File: config.mk
export PLATFORM = sky130hd
export DESIGN_NAME = follow_distance_drive_controller
export DESIGN_NICKNAME = d
export VERILOG_FILES = /design/src/design/fddc_pkg.sv /design/src/design/follow_distance_drive_controller.sv
export SDC_FILE = /design/constraint.sdc
export NUM_CORES = 1
export LEC_CHECK = 0
export CORE_MARGIN = 4
export CORE_UTILIZATION = 46
export CTS_CLUSTER_DIAMETER = 100
export DETAILED_ROUTE_END_ITERATION = 6
export DONT_BUFFER_PORTS = 1
export PLACE_DENSITY_LB_ADDON = 0.3
export SETUP_SLACK_MARGIN = 0.1
export SYNTH_ARGS = -nofsm -noshare
export SYNTH_HDL_FRONTEND = slang
export SYNTH_SLANG_ARGS = --single-unit
File: constraint.sdc
create_clock -name i_clk -period 8.8 [get_ports i_clk]
set_input_delay 1.32 -clock i_clk [delete_from_list [all_inputs] [get_ports i_clk]]
set_output_delay 1.32 -clock i_clk [all_outputs]
set_load 0.01 [all_outputs]
File: src/design/fddc_pkg.sv
`timescale 1ns / 1ps
// Package for the follow distance drive controller.
// Holds the direction, status and sequence phase codes, limits and the echo conversion.
package fddc_pkg;

    localparam int unsigned ECHO_W = 15;
    localparam int unsigned CM_W   = 9;

    localparam logic [14:0] ECHO_MAX_US     = 15'd25000;
    localparam logic [CM_W-1:0] SEEN_LIMIT_CM   = 9'd300;
    localparam logic [CM_W-1:0] FOLLOW_LIMIT_CM = 9'd250;
    localparam logic [CM_W-1:0] SIDE_HIGH_CM    = 9'd120;
    localparam logic [CM_W-1:0] SIDE_LOW_CM     = 9'd5;
    localparam logic [CM_W-1:0] SIDE_RIGHT_CM   = 9'd30;
    localparam logic [CM_W-1:0] SIDE_LEFT_CM    = 9'd60;
    localparam logic [15:0] TURN_MS          = 16'd500;

    // reciprocal of 58, scaled by 2^21; exact for all widths below 2^15
    localparam logic [15:0] RECIP_58 = 16'd36158;

    typedef enum logic [1:0] {
        DIR_OFF = 2'd0,
        DIR_FWD = 2'd1,
        DIR_REV = 2'd2
    } t_dir;

    typedef enum logic [2:0] {
        ST_LOST      = 3'd0,
        ST_TOO_CLOSE = 3'd1,
        ST_FOLLOWING = 3'd2,
        ST_HOLDING   = 3'd3,
        ST_NO_ECHO   = 3'd4,
        ST_RIGHT     = 3'd5,
        ST_LEFT      = 3'd6,
        ST_PAUSING   = 3'd7
    } t_status;

    typedef enum logic [1:0] {
        PH_IDLE    = 2'd0,
        PH_TURNING = 2'd1,
        PH_PAUSING = 2'd2,
        PH_SPARE   = 2'd3
    } t_phase;

    typedef enum logic [2:0] {
        REG_TARGET    = 3'd0,
        REG_TOLERANCE = 3'd1,
        REG_MIN_PWM   = 3'd2,
        REG_MAX_PWM   = 3'd3,
        REG_TIMEOUT   = 3'd4,
        REG_GAIN      = 3'd5,
        REG_TURN_PWM  = 3'd6,
        REG_PAUSE     = 3'd7
    } t_reg_idx;

    // distance in cm, zero when the echo is absent or out of range
    function automatic logic [CM_W-1:0] echo_to_cm(input logic [ECHO_W-1:0] us);
        logic [30:0] prod;
        prod = 31'(us) * 31'(RECIP_58);
        if (us == '0 || us > ECHO_MAX_US) begin
            return '0;
        end
        return prod[29:21];
    endfunction

endpackage

File: src/design/follow_distance_drive_controller.sv
`timescale 1ns / 1ps
// Top level of the follow distance drive controller.
// Uses fddc_pkg for codes, limits and the echo to distance conversion.
//
// Input items arrive on the s_axis group: tuser is the kind (0 millisecond tick,
// 1 distance sample), tdata carries the front and side echo widths in microseconds.
// Each item yields at most one result on the m_axis group: motor directions, duty
// and status. A tick gives a result only when a turn ends and the pause begins;
// a sample gives one when no turn sequence is running.
// Echo widths are converted to centimetres as the item is registered; the decision
// logic and one gain multiply sit between that register and the result register.
// Items pass the input, then the result register; one per cycle unless stalled.
// While the result register holds an item that the receiver has not taken, the
// input register holds too and s_axis_tready drops once it is full.
// Configuration writes on the cfg channel are always taken, one per cycle, and must
// happen only while no item is in flight.
// Reset restores the register defaults, clears the counters, stops the motors and
// empties both pipeline registers.
module follow_distance_drive_controller (
    input  logic        i_clk,
    input  logic        i_rst_n,
    input  logic        s_axis_tvalid,
    output logic        s_axis_tready,
    input  logic [31:0] s_axis_tdata,   // [14:0] echo_front_us, [29:15] echo_side_us
    input  logic        s_axis_tuser,   // [0] action
    output logic        m_axis_tvalid,
    input  logic        m_axis_tready,
    output logic [15:0] m_axis_tdata,   // [1:0] motor_a_dir, [3:2] motor_b_dir,
                                        // [11:4] drive_pwm, [14:12] status
    input  logic        i_cfg_valid,
    output logic        o_cfg_ready,
    input  logic [2:0]  i_cfg_index,
    input  logic [15:0] i_cfg_data
);

    // configuration
    logic [7:0]  r_target, r_tol, r_min_pwm, r_max_pwm, r_gain, r_turn_pwm;
    logic [15:0] r_timeout, r_pause;

    // input register
    logic                      r_in_vld, r_in_sample;
    logic [fddc_pkg::CM_W-1:0] r_front_cm, r_side_cm;

    // state
    logic [15:0]        r_since, n_since;
    fddc_pkg::t_phase   r_phase, n_phase;
    logic [15:0]        r_pc, n_pc;
    fddc_pkg::t_dir     r_a_dir, n_a_dir, r_b_dir, n_b_dir;
    logic [7:0]         r_pwm, n_pwm;

    // result register
    logic                 r_out_vld;
    fddc_pkg::t_status    r_out_status, n_status;
    logic                 n_emit;

    logic        advance;
    logic [15:0] since_inc, pc_inc, since_eff;
    logic        seen;
    logic signed [9:0] near_edge;
    logic [8:0]  far_edge;
    logic [7:0]  err;
    logic [15:0] prod;
    logic [11:0] pwm_raw;
    logic [7:0]  pwm_fwd;

    assign advance       = r_in_vld && (!r_out_vld || m_axis_tready);
    assign s_axis_tready = !r_in_vld || advance;
    assign o_cfg_ready   = 1'b1;
    assign m_axis_tvalid = r_out_vld;
    assign m_axis_tdata  = {1'b0, r_out_status, r_pwm, r_b_dir, r_a_dir};

    always_ff @(posedge i_clk) begin
        if (!i_rst_n) begin
            r_target   <= 8'd20;
            r_tol      <= 8'd5;
            r_min_pwm  <= 8'd100;
            r_max_pwm  <= 8'd200;
            r_timeout  <= 16'd3000;
            r_gain     <= 8'd72;
            r_turn_pwm <= 8'd150;
            r_pause    <= 16'd3000;
        end else if (i_cfg_valid) begin
            unique case (fddc_pkg::t_reg_idx'(i_cfg_index))
                fddc_pkg::REG_TARGET:    r_target   <= i_cfg_data[7:0];
                fddc_pkg::REG_TOLERANCE: r_tol      <= i_cfg_data[7:0];
                fddc_pkg::REG_MIN_PWM:   r_min_pwm  <= i_cfg_data[7:0];
                fddc_pkg::REG_MAX_PWM:   r_max_pwm  <= i_cfg_data[7:0];
                fddc_pkg::REG_TIMEOUT:   r_timeout  <= i_cfg_data;
                fddc_pkg::REG_GAIN:      r_gain     <= i_cfg_data[7:0];
                fddc_pkg::REG_TURN_PWM:  r_turn_pwm <= i_cfg_data[7:0];
                fddc_pkg::REG_PAUSE:     r_pause    <= i_cfg_data;
                default: ;
            endcase
        end
    end

    always_ff @(posedge i_clk) begin
        if (!i_rst_n) begin
            r_in_vld <= 1'b0;
        end else if (s_axis_tvalid && s_axis_tready) begin
            r_in_vld <= 1'b1;
        end else if (advance) begin
            r_in_vld <= 1'b0;
        end
    end

    always_ff @(posedge i_clk) begin
        if (s_axis_tvalid && s_axis_tready) begin
            r_in_sample <= s_axis_tuser;
            r_front_cm  <= fddc_pkg::echo_to_cm(s_axis_tdata[14:0]);
            r_side_cm   <= fddc_pkg::echo_to_cm(s_axis_tdata[29:15]);
        end
    end

    always_comb begin
        since_inc = (r_since == 16'hFFFF) ? r_since : r_since + 16'd1;
        pc_inc    = (r_pc == 16'hFFFF) ? r_pc : r_pc + 16'd1;
        seen      = (r_front_cm != '0) && (r_front_cm < fddc_pkg::SEEN_LIMIT_CM);
        since_eff = seen ? 16'd0 : r_since;
        near_edge = $signed({2'b00, r_target}) - $signed({2'b00, r_tol});
        far_edge  = {1'b0, r_target} + {1'b0, r_tol};
        err       = r_front_cm[7:0] - r_target;
        prod      = 16'(err) * 16'(r_gain);
        pwm_raw   = prod[15:4];
        if (pwm_raw < 12'(r_min_pwm)) begin
            pwm_fwd = r_min_pwm;
        end else if (pwm_raw > 12'(r_max_pwm)) begin
            pwm_fwd = r_max_pwm;
        end else begin
            pwm_fwd = pwm_raw[7:0];
        end

        n_since  = r_since;
        n_phase  = r_phase;
        n_pc     = r_pc;
        n_a_dir  = r_a_dir;
        n_b_dir  = r_b_dir;
        n_pwm    = r_pwm;
        n_status = fddc_pkg::ST_NO_ECHO;
        n_emit   = 1'b0;

        if (!r_in_sample) begin
            n_since = since_inc;
            if (r_phase == fddc_pkg::PH_TURNING) begin
                n_pc = pc_inc;
                if (pc_inc >= fddc_pkg::TURN_MS) begin
                    n_phase  = fddc_pkg::PH_PAUSING;
                    n_pc     = 16'd0;
                    n_a_dir  = fddc_pkg::DIR_OFF;
                    n_b_dir  = fddc_pkg::DIR_OFF;
                    n_pwm    = 8'd0;
                    n_status = fddc_pkg::ST_PAUSING;
                    n_emit   = 1'b1;
                end
            end else if (r_phase != fddc_pkg::PH_IDLE) begin
                n_pc = pc_inc;
                if (pc_inc >= r_pause) begin
                    n_phase = fddc_pkg::PH_IDLE;
                    n_pc    = 16'd0;
                end
            end
        end else if (r_phase == fddc_pkg::PH_IDLE) begin
            n_since = since_eff;
            n_emit  = 1'b1;
            if (since_eff > r_timeout) begin
                n_a_dir  = fddc_pkg::DIR_OFF;
                n_b_dir  = fddc_pkg::DIR_OFF;
                n_pwm    = 8'd0;
                n_status = fddc_pkg::ST_LOST;
            end else begin
                priority if (r_front_cm != '0
                             && $signed({1'b0, r_front_cm}) < near_edge) begin
                    n_a_dir  = fddc_pkg::DIR_OFF;
                    n_b_dir  = fddc_pkg::DIR_OFF;
                    n_pwm    = 8'd0;
                    n_status = fddc_pkg::ST_TOO_CLOSE;
                end else if (r_front_cm > far_edge
                             && r_front_cm < fddc_pkg::FOLLOW_LIMIT_CM) begin
                    n_a_dir  = fddc_pkg::DIR_FWD;
                    n_b_dir  = fddc_pkg::DIR_FWD;
                    n_pwm    = pwm_fwd;
                    n_status = fddc_pkg::ST_FOLLOWING;
                end else if (r_front_cm != '0) begin
                    n_a_dir  = fddc_pkg::DIR_OFF;
                    n_b_dir  = fddc_pkg::DIR_OFF;
                    n_pwm    = 8'd0;
                    n_status = fddc_pkg::ST_HOLDING;
                end else begin
                    n_status = fddc_pkg::ST_NO_ECHO;
                end
                if (r_side_cm > fddc_pkg::SIDE_LOW_CM
                    && r_side_cm < fddc_pkg::SIDE_HIGH_CM) begin
                    if (r_side_cm < fddc_pkg::SIDE_RIGHT_CM) begin
                        n_a_dir  = fddc_pkg::DIR_FWD;
                        n_b_dir  = fddc_pkg::DIR_REV;
                        n_pwm    = r_turn_pwm;
                        n_phase  = fddc_pkg::PH_TURNING;
                        n_pc     = 16'd0;
                        n_status = fddc_pkg::ST_RIGHT;
                    end else if (r_side_cm > fddc_pkg::SIDE_LEFT_CM) begin
                        n_a_dir  = fddc_pkg::DIR_REV;
                        n_b_dir  = fddc_pkg::DIR_FWD;
                        n_pwm    = r_turn_pwm;
                        n_phase  = fddc_pkg::PH_TURNING;
                        n_pc     = 16'd0;
                        n_status = fddc_pkg::ST_LEFT;
                    end
                end
            end
        end
    end

    always_ff @(posedge i_clk) begin
        if (!i_rst_n) begin
            r_since   <= 16'd0;
            r_phase   <= fddc_pkg::PH_IDLE;
            r_pc      <= 16'd0;
            r_a_dir   <= fddc_pkg::DIR_OFF;
            r_b_dir   <= fddc_pkg::DIR_OFF;
            r_pwm     <= 8'd0;
            r_out_vld <= 1'b0;
        end else begin
            if (advance) begin
                r_since <= n_since;
                r_phase <= n_phase;
                r_pc    <= n_pc;
                r_a_dir <= n_a_dir;
                r_b_dir <= n_b_dir;
                r_pwm   <= n_pwm;
            end
            if (advance) begin
                r_out_vld <= n_emit;
            end else if (m_axis_tready) begin
                r_out_vld <= 1'b0;
            end
        end
    end

    always_ff @(posedge i_clk) begin
        if (advance) begin
            r_out_status <= n_status;
        end
    end

endmodule

==> out/qor.csv <==
metric,value,unit
DP HPWL,36.67,mm
ys flop type,dfxtp_1,
M1 GR Usage,26.50,%
1st-pass router iterations,6,
Routed WL per cell,16.28,um
sw frac,48.01,%
# IOs,76,
CTS root buf,clkbuf_16,
Starting Density,46.65,%
Yosys top cell area share,24.05,%
internal power,3240,uW
Final Skew,14.84,ps
sequential power share,13.7,%
gr busiest metal,met2,
filler instances,4007,
Hold/Removal Path Class,flip-flop to flip-flop,
proportion of synthesized area in mux cells,0.6316,%
Final TNS setup,0,ps
clock buffer depth,2,
CTS Sinks,150,
setup bufs post-CTS,0,
clock tree from TritonCTS,yes,
WP data required,9150,ps
outcome,finished clean,
slew at the pin with the worst max-slew slack,1139,ps
gr ovfl total,0,
# diodes,0,
Crit Reg-Reg Startpoint,r_target[1]$_SDFFE_PN0P_,
Critical path origin,r_target[1]$_SDFFE_PN0P_,
gr usage total,19.88,%
"Slowest-stage cell, CP",nor4_2,
final period utilization,91.24,%
CP Class,flip-flop to flip-flop,
max-cap violations,0,
largest net degree at the start of global routing,62,
Worst slew margin,23.49,%
main combinational cell family by area after synthesis,adder cells,
ANT nets after route,0,
Max VDD drop,0.3132,mV
first-pass GRT wire length,76.77,mm
row cnt,75,
crit path time final,8029,ps
r2r worst-path depth,28,
Clock Power Share,11.2,%
DR vias,14890,
worst hold slack,454.4,ps
Adder-Cell Fraction of Synth Area,44.16,%
r2r setup slk,770,ps
Pins Over Slew Limit,0,
layout cells sized above 1,2.789,%
Syn Inst Count,2242,
IO Port Bufs,0,
Finish-stage setup viols,0,
Die H,214.5,um
Comb pwr share,75.0,%
CP endpoint,r_pwm[1]$_SDFFE_PN0P_,
TritonCTS buffer count,17,
Final Wtd Congestion,0.8820,
Ys Warns,0,
pre-CTS WS,794.9,ps
#FFs+latches synth,150,
CP Max Fanout,8,
worst stage delay on the critical path,550,ps
startpoint types,flip-flop,
Die Wd,214.5,um
cell area after synthesis,19610,sq um
Yosys top cell by area,ha_1,
Die Footprint,46000,sq um
fin util,49.12,%
worst setup margin,770.8,ps
Synth Area in XOR/XNOR,2.233,%
hold buffers post-CTS,0,
"Seq/Total Area, Yosys",16.43,%
Commonest cells post-synth,"433 x inv_1, 377 x ha_1, 211 x nand2_1",
post_cts resized,0,
Net Switching,2992,uW
Pleak,0.01032,uW
syn_nets,2873,
Via density,5.389,
Critical Path AT,8380,ps
post-synthesis compound-gate area fraction,12.61,%
PwrDens,301.8,nW/um^2
synth-to-layout area growth,5.289,%
core area,42040,sq um
cell with the most instances after synthesis,inv_1,
vias in the first global route,15550,
"CTS clk-pin slew, worst paths",60,ps
CP endpoint kind,flip-flop,
DRC errors left,0,
fraction of registers with async set/reset,0,%
"Avg Cell Area, Syn",8.747,sq um
nets,2843,
met3 usage,2.919,%
initial DRC count,847,
final WL,44.96,mm
area share of and/or/nand/nor cells after synthesis,14.31,%
unrepaired setup endpoints after global routing,no,
final count of hold timing violations,0,
met2 Use GR,34.86,%
H-tree depth,4,
initial antenna violation count,0,
Fmax achieved,0.1245,GHz
Worst-Skew Late Latency,440,ps
"top cells by area, synth","ha_1 24%, fa_1 20%, dfxtp_1 13%",
number of library cell types mapped by synthesis,72,
r2r endpoint,r_pwm[1]$_SDFFE_PN0P_,
number of synthesized flops with an enable pin,22,
power by group through the flow:
stage               Clock [uW]  Combinational (uW)  Sequential, uW
floorplan                    0                3630             847
global placement             0                4500             869
detailed placement           0                4620             871
CTS                        709                4710             856
global route               741                5450             865
finish                     700                4680             856
layout by cell type (no fill, tap or decap), types with 7 or more instances in the layout:
cell type / n
inv_1: 433
ha_1: 377
nand2_1: 211
fa_1: 197
a21oi_1: 139
dfxtp_1: 128
nor2_1: 108
and2_1: 53
o21ai_0: 49
nand3_1: 49
a21o_1: 37
xnor2_1: 37
o211ai_1: 34
nand4_1: 33
nor3_1: 31
nor2b_1: 29
edfxtp_1: 22
and3_1: 20
clkbuf_16: 18
a22oi_1: 15
nand2b_1: 14
xor2_1: 13
a31oi_1: 11
mux2i_1: 9
o21bai_1: 8
o21a_1: 7
buf_4: 7
logic make-up (layout without fill, tap and decap cells):
logic type	Yosys count	in the layout
fa+ha+maj	574	574
buf+inv	491	472
compound gates	379	379
xor+xnor	50	50
simple gates	584	584
other cells	2	2
flops	150	150
mux	12	12
worst max-delay path: cells and delay by family (launching register included):
| kind | cells | cell delay (ps) |
|---|---|---|
| XOR/XNOR | 1 | 520 |
| adder cells (fa/ha/maj) | 7 | 2940 |
| buffers and inverters | 4 | 220 |
| flip-flops | 1 | 540 |
| AO/OA/AOI/OAI | 10 | 2270 |
| AND/OR/NAND/NOR | 6 | 1440 |
worst min path at each step:
| stage | from | endpoint | slack (ps) | cells after the start |
|---|---|---|---|---|
| 6_report | r_timeout[15]$_SDFFE_PN0P_ | r_timeout[15]$_SDFFE_PN0P_ | 450 | 2 |
| 5_1_grt | r_min_pwm[4]$_SDFFE_PN0P_ | r_min_pwm[4]$_SDFFE_PN0P_ | 480 | 2 |
| 4_1_cts | r_min_pwm[4]$_SDFFE_PN0P_ | r_min_pwm[4]$_SDFFE_PN0P_ | 460 | 2 |
| 3_5_place_dp | r_min_pwm[4]$_SDFFE_PN0P_ | r_min_pwm[4]$_SDFFE_PN0P_ | 450 | 2 |
| 3_3_place_gp | r_pause[15]$_SDFFE_PN0P_ | r_pause[15]$_SDFFE_PN0P_ | 450 | 2 |
| 2_1_floorplan | r_turn_pwm[0]$_SDFFE_PN0P_ | r_turn_pwm[0]$_SDFFE_PN0P_ | 440 | 2 |
state kept, by name, indices dropped and copies added (netlist names):
signal and count:
m_axis_tvalid 1, r_a_dir 2, r_b_dir 2, r_front_cm 9, r_gain 8, r_in_sample 1, r_in_vld 1, r_max_pwm 8
r_min_pwm 8, r_out_status 3, r_pause 16, r_pc 16, r_phase 2, r_pwm 8, r_side_cm 9, r_since 16
r_target 8, r_timeout 16, r_tol 8, r_turn_pwm 8
final cells by class:
class	instances	area [sq um]	area share (%)
Timing Repair Buffer	7	52.55	0.2545
Inverter	435	1633	7.908
Multi-Input combinational cell	1601	14510	70.29
Tap cell	539	674.4	3.266
Sequential cell	150	3223	15.61
Clock inverter	8	76.32	0.3696
Clock buffer	22	475.5	2.303
routing by layer:
layer / wire length (um) / up-vias
met2: 22040 / 266
met5: 0 / -
met3: 1795 / 39
met1: 20590 / 7213
li1: - / 7367
met4: 538 / 0
stage by stage:
| stage | instance area (sq um) | std cells | total power (uW) |
|---|---|---|---|
| floorplan | 19610 | 2242 | 4473 |
| global placement | 20100 | 2732 | 5364 |
| detailed placement | 20100 | 2732 | 5492 |
| CTS | 20650 | 2762 | 6271 |
| global route | 20650 | 2762 | 7053 |
| finish | 20650 | 2762 | 6232 |
No activity file was read; power rests on OpenSTA's default activity.
